--- src/hdl/lps_pkg.sv ---
// ----------------------------------------------------------------------------
// lps_pkg
// shared constants, codes, state type and level conversion for the light
// pattern sequencer
// ----------------------------------------------------------------------------
package lps_pkg;

  localparam int STYLES      = 64;
  localparam int PATTERN_LEN = 64;

  localparam int STYLE_W   = 6;
  localparam int POS_W     = 6;
  localparam int LEN_IN_W  = 7;
  localparam int LEN_W     = 6;
  localparam int LETTER_W  = 8;
  localparam int LEVEL_W   = 13;
  localparam int TIME_W    = 32;
  localparam int PERIOD_W  = 16;
  localparam int OPCODE_W  = 3;
  localparam int STATUS_W  = 2;
  localparam int STORE_AW  = STYLE_W + POS_W;
  localparam int STORE_DEPTH = STYLES * PATTERN_LEN;

  localparam int MOD_BITS_PER_CYCLE = 8;
  localparam int MOD_CYCLES = TIME_W / MOD_BITS_PER_CYCLE;
  localparam int MOD_CNT_W  = $clog2(MOD_CYCLES);
  localparam int DIV_CNT_W  = $clog2(TIME_W);

  localparam logic [PERIOD_W-1:0] PERIOD_RESET = 16'd100;
  localparam logic signed [LEVEL_W-1:0] FULL_LEVEL = 13'sd256;

  localparam logic [OPCODE_W-1:0] OP_CLEAR  = 3'd0;
  localparam logic [OPCODE_W-1:0] OP_SETLEN = 3'd1;
  localparam logic [OPCODE_W-1:0] OP_WRITE  = 3'd2;
  localparam logic [OPCODE_W-1:0] OP_TICK   = 3'd3;
  localparam logic [OPCODE_W-1:0] OP_REPORT = 3'd4;

  localparam logic [STATUS_W-1:0] ST_DONE     = 2'd0;
  localparam logic [STATUS_W-1:0] ST_TOO_LONG = 2'd1;
  localparam logic [STATUS_W-1:0] ST_LEVEL    = 2'd2;

  typedef enum logic [3:0] {
    S_CLEAR,
    S_IDLE,
    S_RESP,
    S_DIV,
    S_LEN_RD,
    S_LEN,
    S_MOD,
    S_PAT,
    S_WB,
    S_REP_RD,
    S_REP
  } state_t;

  // round((c - 'a') * 256 / 12), never a tie; /3 via reciprocal multiply
  function automatic logic signed [LEVEL_W-1:0] letter_level(input logic [LETTER_W-1:0] c);
    logic signed [14:0] n;
    logic [13:0]        mag;
    logic [30:0]        prod;
    logic [LEVEL_W-1:0] q;
    n    = ($signed({7'd0, c}) - 15'sd97) <<< 6;
    mag  = 14'(n[14] ? (15'sd1 - n) : (n + 15'sd1));
    prod = {17'd0, mag} * 31'd43691;
    q    = 13'(prod >> 17);
    return n[14] ? $signed(13'(~q + 13'd1)) : $signed(q);
  endfunction

endpackage

--- src/hdl/lps_div.sv ---
// ----------------------------------------------------------------------------
// lps_div
// restoring divider, one quotient bit per cycle, time over tick period
// ----------------------------------------------------------------------------
module lps_div (
  input  logic                          clk,
  input  logic                          rst_n,
  input  logic                          start,
  input  logic [lps_pkg::TIME_W-1:0]    dividend,
  input  logic [lps_pkg::PERIOD_W-1:0]  divisor,
  output logic                          done,
  output logic [lps_pkg::TIME_W-1:0]    quotient
);
  import lps_pkg::*;

  logic [PERIOD_W-1:0]  rem_r;
  logic [PERIOD_W-1:0]  rem_nxt;
  logic [PERIOD_W-1:0]  div_r;
  logic [TIME_W-1:0]    quo_r;
  logic [TIME_W-1:0]    quo_nxt;
  logic [DIV_CNT_W-1:0] cnt_r;
  logic                 busy_r;
  logic                 done_r;
  logic [PERIOD_W:0]    trial;

  always_comb begin
    trial = {rem_r, quo_r[TIME_W-1]};
    if (trial >= {1'b0, div_r}) begin
      rem_nxt = PERIOD_W'(trial - {1'b0, div_r});
      quo_nxt = {quo_r[TIME_W-2:0], 1'b1};
    end else begin
      rem_nxt = trial[PERIOD_W-1:0];
      quo_nxt = {quo_r[TIME_W-2:0], 1'b0};
    end
  end

  always_ff @(posedge clk) begin
    if (!rst_n) begin
      busy_r <= 1'b0;
      done_r <= 1'b0;
      cnt_r  <= '0;
    end else begin
      done_r <= 1'b0;
      if (start) begin
        busy_r <= 1'b1;
        cnt_r  <= '0;
      end else if (busy_r) begin
        cnt_r <= cnt_r + 1'b1;
        if (cnt_r == DIV_CNT_W'(TIME_W - 1)) begin
          busy_r <= 1'b0;
          done_r <= 1'b1;
        end
      end
    end
  end

  always_ff @(posedge clk) begin
    if (start) begin
      rem_r <= '0;
      div_r <= divisor;
      quo_r <= dividend;
    end else if (busy_r) begin
      rem_r <= rem_nxt;
      quo_r <= quo_nxt;
    end
  end

  assign done     = done_r;
  assign quotient = quo_r;

endmodule

--- config.mk ---
export PLATFORM = sky130hd
export DESIGN_NAME = lps_div
export DESIGN_NICKNAME = d
export VERILOG_FILES = /design/src/hdl/lps_pkg.sv /design/src/hdl/lps_div.sv
export SDC_FILE = /design/constraint.sdc
export NUM_CORES = 1
export LEC_CHECK = 0
export ABC_AREA = 1
export BUFFER_PORTS_ARGS = -buffer_cell sky130_fd_sc_hd__buf_2
export CORE_UTILIZATION = 50
export CTS_CLUSTER_DIAMETER = 50
export CTS_CLUSTER_SIZE = 16
export DETAILED_ROUTE_END_ITERATION = 12
export GPL_TIMING_DRIVEN = 0
export PLACE_DENSITY = 0.83
export SLEW_MARGIN = 20
export SYNTH_ARGS = -nofsm -noshare
export SYNTH_HDL_FRONTEND = slang
export SYNTH_SLANG_ARGS = --single-unit
--- constraint.sdc ---
create_clock -name clk -period 4.15 [get_ports clk]
set_clock_uncertainty 0.15 [all_clocks]
set_input_delay 0.83 -clock clk [delete_from_list [all_inputs] [get_ports clk]]
set_output_delay 0.83 -clock clk [all_outputs]
set_load 0.05 [all_outputs]
Yosys cells after proc, flatten, opt, wreduce, memory -nomap -nowiden --
Cells that the tools add are included.
Storage, ports and cells: bits in registers 71, output and inout bits 33, logic and storage cells 23
Operators by class: $lt $le $gt $ge 1, muxes and demuxes 8, eq/ne operators 1, $add $sub $neg 2, bitwise logic cells 2, reduce and logical (&&, ||, !) cells 3
Operators by type and width (number):
- $mux W32 | 2
- $ge A17 B16 Y1 | 1
- $mux W16 | 1
- $sub A16 B16 Y16 | 1
- $add A5 B1 Y5 const B | 1
- $eq A5 B5 Y1 const B | 1
- $mux W1 | 5
- $reduce_or A3 Y1 | 1
- $not A1 Y1 | 2
- $reduce_bool A2 Y1 | 1
- $reduce_or A2 Y1 | 1

Logic depth before layout (Yosys ltp) --
word-level depth 4, gate-level depth with buffers 15, mapped depth without buffers 14

Least setup slack after synthesis --
Ideal clock, no wire load.
kind input to register, start in start, end reg quo_r[0], in the netlist quotient[0] (enable), buffers on the path 2, arrival 2.079 ns, path slack 1.534 ns, cell stages on the path 4, data required time 3.613 ns, library setup time 0.387 ns, cells stage by stage clkbuf_1 -> nor2_1 -> clkbuf_1 -> inv_1
On the way: cells in the longest elaborated chain, start to end 1
Ends and longest elaborated chain:
- start, declared | line lps_div.sv:8 | input logic start,
- $reduce_bool A2 Y1 (no line)
- end signal, assigned | line lps_div.sv:61 | quo_r <= dividend;
- end signal, assigned | line lps_div.sv:64 | quo_r <= quo_nxt;
- end, declared | line lps_div.sv:19 | logic [TIME_W-1:0] quo_r;
No other way between the ends. A chain may end at the register's enable or synchronous reset.

Final worst setup path --
start in start, end reg quo_r[6], in the netlist quotient[6] (enable)
Same word-level chain as after synthesis.

==> results.toml <==
[route]
remaining_drc_errors = 0
route.vias.total = 3604
routed_wire_length_per_instance_microns = 13.2
first_iter_violations = 227
tritonroute_pass_1_iters = 4
ant_nets = 0
via_count_normalized_by_instance_count = 5.08
routed_wirelength_microns = 9400

[run]
drv.max_cap_violation_count = 0

[sta]
hold_violations = 0
holdWs_ns = 0.327
finalWorstPathRequiredPeriod_ns = 3.00
transition_at_the_pin_with_the_smallest_max_transition_slack_ns = 0.672
setup_violations_final = 0
slew_violations = 0
timing.max_slew.rel_slack_pct = 55.0
post-route-worst-setup-slack_ns = 1.15
fin_crit_sh_pct = 72.3
maxClockFrequency_mhz = 333
finalSetupTns_ns = 0
rsz0062_at_grt = "no"

[setup_path]
crit_path_end_kind = "register"
timing.critical_path.slowest_cell_delay_ns = 0.56
path_cells = "buf_2 > clkbuf_1 > nor2_1 > clkbuf_1 > inv_2"
path_common_cell = "clkbuf_1"
required_ns = 3.99
setup.worst_path.start_class = "primary input"
cp_max_fo = 32
crit_type = "primary input to register"
timing.critical_path.arrival_ns = 2.84
slowest_stage = "nor2_1"

[synthesis]
synthTopCellsByArea = "edfxtp_1 35%, nand2_1 20%, dfxtp_1 11%"
post_synth_mux_area_share_pct = 0
synth-seq-cells = 71
synth_top_cell_by_area = "edfxtp_1"
synth_simple_gate_area_share_pct = 34.9
synth_xor_area_share_pct = 1.29
ys_seq_area_share_pct = 46.6
synth_flop_cell = "edfxtp_1"
netlist_area_before_placement_sq_um = 4080
synthesis.area_per_instance_sq_um = 8.02
synth_largest_type_area_fraction_pct = 35.3
synth-adder-area-share_pct = 6.01
syn-instance-count = 509
synth_enable_flop_cells = 48
synth_fp_nets = 579
synth.distinct_cells = 36
largest_family_of_logic_cells_by_synthesized_area = "simple AND/OR/NAND/NOR gates"
synth.cells.most_frequent = "221 x nand2_1, 64 x inv_1, 48 x edfxtp_1"
synth.most_common_cell = "nand2_1"
synth-warning-count = 0
synth_compound_area_share_pct = 2.88
synth_async_sr_flop_share_pct = 0

[floorplan]
dieHeight_microns = 92.3
starting_utilization_of_the_core_area_pct = 52.3
fp.dieArea_sq_um = 8530
row_count = 32
fp.dieW_microns = 92.3
io_pins = 84
core_area_sq_um = 7810

[clocking]
insertion_delay_ns = 0.35
path_clk_slew_ns = 0.08
cts_hold_buf = 0
h-tree-depth = 3
tritoncts = "yes"
tritoncts.num_buffers = 9
max_clock_buf_depth = 2
cts.sink_count = 71
clock_tree_root_driver_cell = "clkbuf_8"
cts_resized = 0
cts_post_setup_buffers_inserted = 0

[placement]
port_buffers = 83
place_worst_setup_slack_ns = 0.816
gp_routability_congestion = 0.950
place_hpwl_microns = 6950

[finish]
synthToLayoutAreaGrowth_pct = 18.3
nets = 673
insertedDiodeCount = 0
fraction_of_layout_instances_using_a_drive_strength_above_1_pct = 22.2

[status]
status = "completed"

[global_route]
largest_net_degree_at_the_start_of_global_routing = 33
globalRoute.totalOverflow = 0
global_route_wire_length_before_repair_microns = 16200
grt_use_total_pct = 24.2
grt_pass1_vias = 3659
initial_antenna_violation_count = 0

[worst_hold_path]
holdCritPathClass = "register to register"

[pwr]
design_power_total_uw = 1740
leakage_uw = 0.00256
peakVddDrop_mv = 0.244
pwr_cell_area_nw_per_um2 = 361
cell type report:
type                    count  area, sq um
flip-flops and latches     71         1900
well taps                 102          128
clock inverters             7         80.1
repair buffers             83          415
plain buffers              14         88.8
inverters                  67          251
fillers                   682         2980
clock buffers               9          124
multi-input cells         357         1840
kinds of logic (layout without fill, tap and decap cells):
kind of cell    count (synthesis)  count (layout)
xor+xnor                        6               6
fa+ha+maj                      19              19
simple gates                  311             311
compound gates                 21              21
flops                          71              71
buf+inv                        81             180
state kept, by name, indices dropped and copies added, names as in the netlist:
| register | cells |
|---|---|
| busy_r | 1 |
| cnt_r | 5 |
| div_r | 16 |
| done | 1 |
| quotient | 32 |
| rem_r | 16 |
critical path: cells and delay by family:
kind                   cells  cell delay (ns)
AND/OR/NAND/NOR            1             0.56
buffers and inverters      4             1.42
report_power, final:
part	internal [uW]	switching [uW]
combinational	87.3	239
sequential	813	23.1
clock	286	296
total	1190	558
routing by layer:
metal	track usage [%]	vias to the layer above	share of wire (%)
met5	0	-	0
met4	11.5	0	2.4
met3	5.83	21	6.8
met2	39.9	130	48
met1	29.9	1658	43
li1	-	1795	-
per-stage QoR:
stage               cell area, sq um  utilization, %  std cells
floorplan                       4080               -        509
global placement                4620            59.2        694
detailed placement              4620            59.2        694
CTS                             4830            61.8        710
global route                    4830            61.8        710
finish                          4830            61.8        710
placed cells by master, fill, tap and decap left out, types with 13 or more instances in the layout:
cell type | synthesis | routed
nand2_2 | 17 | 17
inv_1 | 64 | 63
nand3_1 | 25 | 25
dfxtp_1 | 23 | 23
ha_1 | 18 | 18
nand3b_1 | 18 | 18
edfxtp_1 | 48 | 48
a21oi_1 | 13 | 13
nand2_1 | 221 | 221
buf_2 | 1 | 84
final timing paths:
path | startpoint | end | slack (ns) | cells after the start
hold / removal | rem_r[9] | rem_r[9] | 0.33 | 2
setup / recovery | start | quotient[6] | 1.15 | 5
hold reg to reg | rem_r[9] | rem_r[9] | 0.33 | 2
setup reg to reg | busy_r | quotient[6] | 1.68 | 4
Note: power is estimated with default switching activity, not from simulation.
