===== src/hdl/lps_pkg.sv =====
// ----------------------------------------------------------------------------
// lps_pkg
// shared constants, codes, state type and level conversion for the light
// pattern sequencer
// ----------------------------------------------------------------------------
package lps_pkg;

  localparam int STYLES      = 64;
  localparam int PATTERN_LEN = 64;

  localparam int STYLE_W   = 6;
  localparam int POS_W     = 6;
  localparam int LEN_IN_W  = 7;
  localparam int LEN_W     = 6;
  localparam int LETTER_W  = 8;
  localparam int LEVEL_W   = 13;
  localparam int TIME_W    = 32;
  localparam int PERIOD_W  = 16;
  localparam int OPCODE_W  = 3;
  localparam int STATUS_W  = 2;
  localparam int STORE_AW  = STYLE_W + POS_W;
  localparam int STORE_DEPTH = STYLES * PATTERN_LEN;

  localparam int MOD_BITS_PER_CYCLE = 8;
  localparam int MOD_CYCLES = TIME_W / MOD_BITS_PER_CYCLE;
  localparam int MOD_CNT_W  = $clog2(MOD_CYCLES);
  localparam int DIV_CNT_W  = $clog2(TIME_W);

  localparam logic [PERIOD_W-1:0] PERIOD_RESET = 16'd100;
  localparam logic signed [LEVEL_W-1:0] FULL_LEVEL = 13'sd256;

  localparam logic [OPCODE_W-1:0] OP_CLEAR  = 3'd0;
  localparam logic [OPCODE_W-1:0] OP_SETLEN = 3'd1;
  localparam logic [OPCODE_W-1:0] OP_WRITE  = 3'd2;
  localparam logic [OPCODE_W-1:0] OP_TICK   = 3'd3;
  localparam logic [OPCODE_W-1:0] OP_REPORT = 3'd4;

  localparam logic [STATUS_W-1:0] ST_DONE     = 2'd0;
  localparam logic [STATUS_W-1:0] ST_TOO_LONG = 2'd1;
  localparam logic [STATUS_W-1:0] ST_LEVEL    = 2'd2;

  typedef enum logic [3:0] {
    S_CLEAR,
    S_IDLE,
    S_RESP,
    S_DIV,
    S_LEN_RD,
    S_LEN,
    S_MOD,
    S_PAT,
    S_WB,
    S_REP_RD,
    S_REP
  } state_t;

  // round((c - 'a') * 256 / 12), never a tie; /3 via reciprocal multiply
  function automatic logic signed [LEVEL_W-1:0] letter_level(input logic [LETTER_W-1:0] c);
    logic signed [14:0] n;
    logic [13:0]        mag;
    logic [30:0]        prod;
    logic [LEVEL_W-1:0] q;
    n    = ($signed({7'd0, c}) - 15'sd97) <<< 6;
    mag  = 14'(n[14] ? (15'sd1 - n) : (n + 15'sd1));
    prod = {17'd0, mag} * 31'd43691;
    q    = 13'(prod >> 17);
    return n[14] ? $signed(13'(~q + 13'd1)) : $signed(q);
  endfunction

endpackage


===== src/hdl/lps_mod.sv =====
// ----------------------------------------------------------------------------
// lps_mod
// step offset modulo pattern length, eight remainder steps per cycle
// ----------------------------------------------------------------------------
module lps_mod (
  input  logic                        clk,
  input  logic                        rst_n,
  input  logic                        start,
  input  logic [lps_pkg::TIME_W-1:0]  value,
  input  logic [lps_pkg::LEN_W-1:0]   modulus,
  output logic                        done,
  output logic [lps_pkg::LEN_W-1:0]   rem
);
  import lps_pkg::*;

  logic [LEN_W-1:0]     rem_r;
  logic [LEN_W-1:0]     rem_nxt;
  logic [LEN_W-1:0]     mod_r;
  logic [TIME_W-1:0]    val_r;
  logic [TIME_W-1:0]    val_nxt;
  logic [MOD_CNT_W-1:0] cnt_r;
  logic                 busy_r;
  logic                 done_r;

  always_comb begin
    logic [LEN_W:0] trial;
    rem_nxt = rem_r;
    val_nxt = val_r;
    for (int k = 0; k < MOD_BITS_PER_CYCLE; k++) begin
      trial   = {rem_nxt, val_nxt[TIME_W-1]};
      val_nxt = {val_nxt[TIME_W-2:0], 1'b0};
      if (trial >= {1'b0, mod_r}) begin
        rem_nxt = LEN_W'(trial - {1'b0, mod_r});
      end else begin
        rem_nxt = trial[LEN_W-1:0];
      end
    end
  end

  always_ff @(posedge clk) begin
    if (!rst_n) begin
      busy_r <= 1'b0;
      done_r <= 1'b0;
      cnt_r  <= '0;
    end else begin
      done_r <= 1'b0;
      if (start) begin
        busy_r <= 1'b1;
        cnt_r  <= '0;
      end else if (busy_r) begin
        cnt_r <= cnt_r + 1'b1;
        if (cnt_r == MOD_CNT_W'(MOD_CYCLES - 1)) begin
          busy_r <= 1'b0;
          done_r <= 1'b1;
        end
      end
    end
  end

  always_ff @(posedge clk) begin
    if (start) begin
      rem_r <= '0;
      mod_r <= modulus;
      val_r <= value;
    end else if (busy_r) begin
      rem_r <= rem_nxt;
      val_r <= val_nxt;
    end
  end

  assign done = done_r;
  assign rem  = rem_r;

endmodule

===== config.mk =====
export PLATFORM = sky130hd
export DESIGN_NAME = lps_mod
export DESIGN_NICKNAME = d
export VERILOG_FILES = /design/src/hdl/lps_pkg.sv /design/src/hdl/lps_mod.sv
export SDC_FILE = /design/constraint.sdc
export NUM_CORES = 1
export LEC_CHECK = 0
export BUFFER_PORTS_ARGS = -buffer_cell sky130_fd_sc_hd__buf_4
export CAP_MARGIN = 5
export CORE_ASPECT_RATIO = 0.7
export CORE_MARGIN = 2
export CORE_UTILIZATION = 42
export CTS_BUF_LIST = sky130_fd_sc_hd__clkbuf_8
export CTS_CLUSTER_SIZE = 28
export DETAILED_ROUTE_END_ITERATION = 7
export SYNTH_ARGS = -nofsm -noshare
export SYNTH_HDL_FRONTEND = slang
export SYNTH_SLANG_ARGS = --single-unit

===== constraint.sdc =====
create_clock -name clk -period 35.3 [get_ports clk]
set_input_delay 3.53 -clock clk [delete_from_list [all_inputs] [get_ports clk]]
set_output_delay 3.53 -clock clk [all_outputs]
set_load 0.05 [all_outputs]

Yosys cells after proc, flatten, opt, wreduce, memory -nomap -nowiden --
Cells that the tools add are included. Widths: inputs -> output; s select.
Word-level totals: register bits after elaboration 48, bits of input ports 41, output and inout bits 7
Cells by class: $add $sub $neg 9, order comparisons 8, reductions and logical operators 3, equal/unequal tests 1, mux-type cells 14, bitwise operators 2
Operator list (count):
- $mux 32 | 2
- $ge 7x6->1 | 8
- $mux 6 | 8
- $sub 6x6->6 | 8
- $mux 1 | 4
- $reduce_or 3->1 | 1
- $add 2x1->2 const B | 1
- $eq 2x2->1 const B | 1
- $not 1->1 | 2
- $reduce_bool 2->1 | 1
- $reduce_or 2->1 | 1

Logic depth before layout (Yosys ltp) --
depth in word-level cells 16, gate-level depth with buffers 75, mapped depth without buffers 72

Worst setup path before layout --
OpenSTA, ideal clock, no wires.
path kind reg-to-reg, start register rem_r[2], in the netlist rem[2], end register rem_r[0], in the netlist rem[0], arrival time 16.029 ns, buffers on the path 3, setup slack 19.145 ns, setup time 0.127 ns, cell stages (with the launch flop) 72, period minus slack after synthesis 16.155 ns, cell sequence dfxtp_1 ha_1 and3_1 o21ai_0 o211ai_1 mux2_2 ha_1 a21oi_1 nand2_1 o211a_1 a311oi_4 nor2_1 a21oi_1 inv_1 ha_1 nor2b_1 o31a_1 o31a_1 (+36 left out) a21o_1 a31o_2 a21oi_1 o311a_1 buf_6 mux2i_1 ha_1 a21o_1 a21o_1 a21o_1 a21o_1 a31o_2 a21o_1 and3b_1 a21oi_1 mux2_4 nor4bb_1 or3_1
On the way: cells in the longest elaborated chain, start to end 16, elaborated cells on any way between the ends 23, those cells by class 7 x add/sub; 8 x order compare; 8 x mux
Ends and longest elaborated chain:
- start, declared | RTL line lps_mod.sv:16 | logic [LEN_W-1:0] rem_r;
- start signal, assigned | RTL line lps_mod.sv:66 | rem_r <= rem_nxt;
- $sub 6x6->6 or $ge 7x6->1 (tied branches) | RTL line lps_mod.sv:33, lps_mod.sv:32
- $mux 6 * | RTL line lps_mod.sv:32 | if (trial >= {1'b0, mod_r}) begin
- $sub 6x6->6 or $ge 7x6->1 (tied branches) | RTL line lps_mod.sv:33, lps_mod.sv:32
- $mux 6 * | RTL line lps_mod.sv:32
- $sub 6x6->6 or $ge 7x6->1 (tied branches) | RTL line lps_mod.sv:33, lps_mod.sv:32
- $mux 6 * | RTL line lps_mod.sv:32
- $ge 7x6->1 or $sub 6x6->6 (tied branches) | RTL line lps_mod.sv:32, lps_mod.sv:33
- $mux 6 * | RTL line lps_mod.sv:32
- $sub 6x6->6 or $ge 7x6->1 (tied branches) | RTL line lps_mod.sv:33, lps_mod.sv:32
- $mux 6 * | RTL line lps_mod.sv:32
- $sub 6x6->6 or $ge 7x6->1 (tied branches) | RTL line lps_mod.sv:33, lps_mod.sv:32
- $mux 6 * | RTL line lps_mod.sv:32
- $sub 6x6->6 or $ge 7x6->1 (tied branches) | RTL line lps_mod.sv:33, lps_mod.sv:32
- $mux 6 * | RTL line lps_mod.sv:32
- $ge 7x6->1 * | RTL line lps_mod.sv:32
- $mux 6 * | RTL line lps_mod.sv:32
Every way passes the cells marked *; elsewhere a longest branch is shown, timed or not. A chain may end at the register's enable or synchronous reset.

Final worst setup path --
start register mod_r[3], end register rem_r[0], in the netlist rem[0]
On the way: cells in the longest elaborated chain, start to end 16, elaborated cells on any way between the ends 23, those cells by class 7 x add/sub; 8 x order compare; 8 x mux
Ends and longest elaborated chain:
- start, declared | RTL line lps_mod.sv:18 | logic [LEN_W-1:0] mod_r;
- start signal, assigned | RTL line lps_mod.sv:63 | mod_r <= modulus;
- $sub 6x6->6 or $ge 7x6->1 (tied branches) | RTL line lps_mod.sv:33, lps_mod.sv:32
- $mux 6 | RTL line lps_mod.sv:32
- $sub 6x6->6 or $ge 7x6->1 (tied branches) | RTL line lps_mod.sv:33, lps_mod.sv:32
- $mux 6 | RTL line lps_mod.sv:32
- $sub 6x6->6 or $ge 7x6->1 (tied branches) | RTL line lps_mod.sv:33, lps_mod.sv:32
- $mux 6 | RTL line lps_mod.sv:32
- $ge 7x6->1 or $sub 6x6->6 (tied branches) | RTL line lps_mod.sv:32, lps_mod.sv:33
- $mux 6 | RTL line lps_mod.sv:32
- $sub 6x6->6 or $ge 7x6->1 (tied branches) | RTL line lps_mod.sv:33, lps_mod.sv:32
- $mux 6 | RTL line lps_mod.sv:32
- $sub 6x6->6 or $ge 7x6->1 (tied branches) | RTL line lps_mod.sv:33, lps_mod.sv:32
- $mux 6 | RTL line lps_mod.sv:32
- $sub 6x6->6 or $ge 7x6->1 (tied branches) | RTL line lps_mod.sv:33, lps_mod.sv:32
- $mux 6 | RTL line lps_mod.sv:32
- $ge 7x6->1 * | RTL line lps_mod.sv:32
- $mux 6 * | RTL line lps_mod.sv:32
Marked as above.

==> summary.md <==
| Metric | Value |
|---|---|
| Status | `complete, no violations` |
| # H-tree levels | `2` |
| Drt wl/cell | `16.46 um` |
| Starting Density | `42.99%` |
| Crit path from | `mod_r[3]$_DFFE_PP_` |
| Die height | `89.98 um` |
| Mux cell area share after synthesis | `16.02%` |
| Period utilisation layout | `52.02%` |
| CP peak stage delay | `0.56 ns` |
| Post-synth EDFFs | `38` |
| R2r endpoint | `rem[0]$_SDFFE_PP0P_` |
| Final core occ | `48.28%` |
| Most frequent cells in the layout | `ha_1 (49), buf_4 (47), mux2_2 (40)` |
| Post-DP HPWL | `7.789 mm` |
| Startpoint Class | `flop` |
| R2r worst-path depth | `70` |
| First-pass GRT wire length | `16.47 mm` |
| CTS buffer count | `5` |
| Row Count | `31` |
| Vias | `3423` |
| Area of the multi-input gates | `2924 um2` |
| Vias in the first global route | `3368` |
| Grt ovf | `0` |
| Die area | `11410 um2` |
| Fill cells | `959` |
| 1st-pass router iterations | `5` |
| # hold bufs at CTS | `0` |
| Core area | `10320 um2` |
| Register Area | `1341 um2` |
| Fmax | `54.46 MHz` |
| CTS tree | `yes` |
| Hold EP | `cnt_r[1]$_SDFFE_PP0P_` |
| Worst setup margin | `16.94 ns` |
| Post-CTS setup buffer count | `0` |
| Area Overhead vs Synth | `12.30%` |
| Synth Area in Adders | `17.43%` |
| GPL Wtd Cong | `0.9199` |
| Critical path endpoint category | `flop` |
| Largest family of logic cells by synthesized area | `adder cells` |
| Post-synthesis compound-gate area fraction | `16.33%` |
| Syn Area/Cell | `10.27 um2` |
| Clock Latency Late Sink | `0.30 ns` |
| Most frequent CP cell | `a21o_1` |
| Clock Path Buffers | `2` |
| Synth Area in XOR/XNOR | `4.937%` |
| Final setup fails | `0` |
| Nets | `574` |
| FFs w/ async S/R, synth | `0%` |
| Post-Route Setup TNS | `0 ns` |
| Post-cts gate resize count | `0` |
| Worst setup path class | `reg2reg` |
| ANT cells | `0` |
| Synth Flop Type | `edfxtp_1` |
| Worst-Margin Slew | `0.7648 ns` |
| Synth warnings | `0` |
| Number of DRC markers after the initial detailed-route iteration | `267` |
| Pre-CTS setup slack | `17.08 ns` |
| Syn Inst Count | `432` |
| Area post-placement | `4900 um2` |
| Initial antenna violation count | `0` |
| Antenna-violating nets left | `0` |
| Crit path max-delay cell type | `a311oi_4` |
| Crit Reg-Reg Startpoint | `mod_r[3]$_DFFE_PP_` |
| Clk slew on worst S/H paths | `0.09 ns` |
| Rel. slew slack | `49.01%` |
| Commonest non-fill, non-tap cell in the layout | `ha_1` |
| Synth unique cells | `55` |
| # IOs | `48` |
| Root buf cell | `clkbuf_8` |
| Post-Syn Nets | `530` |
| WP data required | `35.49 ns` |
| Post-Syn Area | `4436 um2` |
| # DRC | `0` |
| R2R Setup Slk | `16.94 ns` |
| Setup repair after global routing missed its margin | `no` |
| Final hold viol count | `0` |
| GRT Resource Usage Total | `17.95%` |
| Path type of the worst min-delay path | `reg2reg` |
| CP Data Arrival Time | `18.56 ns` |
| DR vias/cell | `5.630` |
| Final std cell area, no fill | `4981 um2` |
| Layout cells sized above 1 | `22.06%` |
| Simple-gate share of the synthesized area | `11.20%` |
| Post-layout min period | `18.36 ns` |
| Hold Path Stages | `2` |
| Largest net degree at the start of global routing | `50` |
| Worst-path maximum fanout | `18` |
| Die X-Extent | `126.8 um` |
| Worst Skew | `0.007205 ns` |
| Clock sink total | `48` |
| Yosys reg bits | `48` |
| Port bufs | `47` |
| Worst Hold Launch | `cnt_r[1]$_SDFFE_PP0P_` |
| Post-Route WL | `10.01 mm` |
| Max Slew Vio Count | `0` |
| Sequential area share after synthesis | `30.24%` |
| Max_cap viols | `0` |
[state kept, by name, summed over array words and instances, names as in the netlist]
name and flops:
busy_r 1, cnt_r 2, done 1, mod_r 6, rem 6, val_r 32
[worst max-delay path by stage]
stage	end	slack, ns	cells after the start
after floorplan	rem[0]$_SDFFE_PP0P_	19.14	71
after global placement	rem[0]$_SDFFE_PP0P_	17.44	70
after detailed placement	rem[0]$_SDFFE_PP0P_	17.08	69
after CTS	rem[0]$_SDFFE_PP0P_	17.00	69
after global routing	rem[0]$_SDFFE_PP0P_	15.63	69
final	rem[0]$_SDFFE_PP0P_	16.94	70
[layer usage]
metal  global-route usage (%)  vias to the layer above  share of wire [%]
met5                        0                        -                  0
met4                    2.564                        0               0.58
met3                    3.214                        7                5.3
met2                    27.28                       95                 42
met1                    27.18                     1625                 52
li1                         -                     1696                  -
[critical path: cells and delay by family, from the launching register on]
family | cells | cell delay, ns
AOI/OAI and AO/OA | 39 | 9.38
and+or+nand+nor | 13 | 3.01
adders and majority gates | 8 | 2.55
muxes | 6 | 2.17
buffers and inverters | 4 | 0.74
DFF | 1 | 0.36
[kinds of logic (layout without fill, tap and decap cells)]
| group | after synthesis | count (layout) |
|---|---|---|
| compound gates | 104 | 104 |
| simple gates | 92 | 92 |
| mux | 65 | 65 |
| fa+ha+maj | 57 | 57 |
| flops | 48 | 48 |
| buf+inv | 41 | 85 |
| xor+xnor | 25 | 25 |
[stage by stage]
| step | hold WS [ns] | cells |
|---|---|---|
| 3_3_place_gp | 0.4825 | 601 |
| 6_report | 0.5106 | 608 |
| 2_1_floorplan | 0.4647 | 432 |
| 5_1_grt | 0.5671 | 608 |
| 4_1_cts | 0.5201 | 608 |
| 3_5_place_dp | 0.4986 | 601 |
[area by class of cell]
class / instances / area share [%]
clock buffers: 5 / 1.382
inverters: 31 / 2.336
well taps: 132 / 3.316
clock inverters: 2 / 0.2512
multi-input cells: 343 / 58.70
repair buffers: 47 / 7.084
flip-flops and latches: 48 / 26.93
[cells in the mapped netlist (3+ instances only)]
cell type	instances	share of area [%]
ha_1	49	14
mux2_2	40	10
edfxtp_1	38	26
inv_1	31	2.6
a21o_1	24	4.1
a21oi_1	24	2.7
nor2_1	24	2.0
mux2i_1	23	5.2
nand2_1	18	1.5
o21ai_0	17	1.9
xor2_1	16	3.2
dfxtp_1	10	4.5
and2_1	9	1.3
xnor2_1	9	1.8
fa_1	8	3.6
o21a_1	8	1.4
clkbuf_1	7	0.59
a211oi_1	6	1.0
nor2b_1	5	0.71
nor3_1	5	0.56
o31a_1	5	0.99
and3_1	4	0.56
nand4_1	4	0.56
o211a_1	4	0.90
or3_1	3	0.42
Power is left out: the tool's default activity adds up to more than one toggle a clock period on the data nets, which glitch-free logic cannot reach.
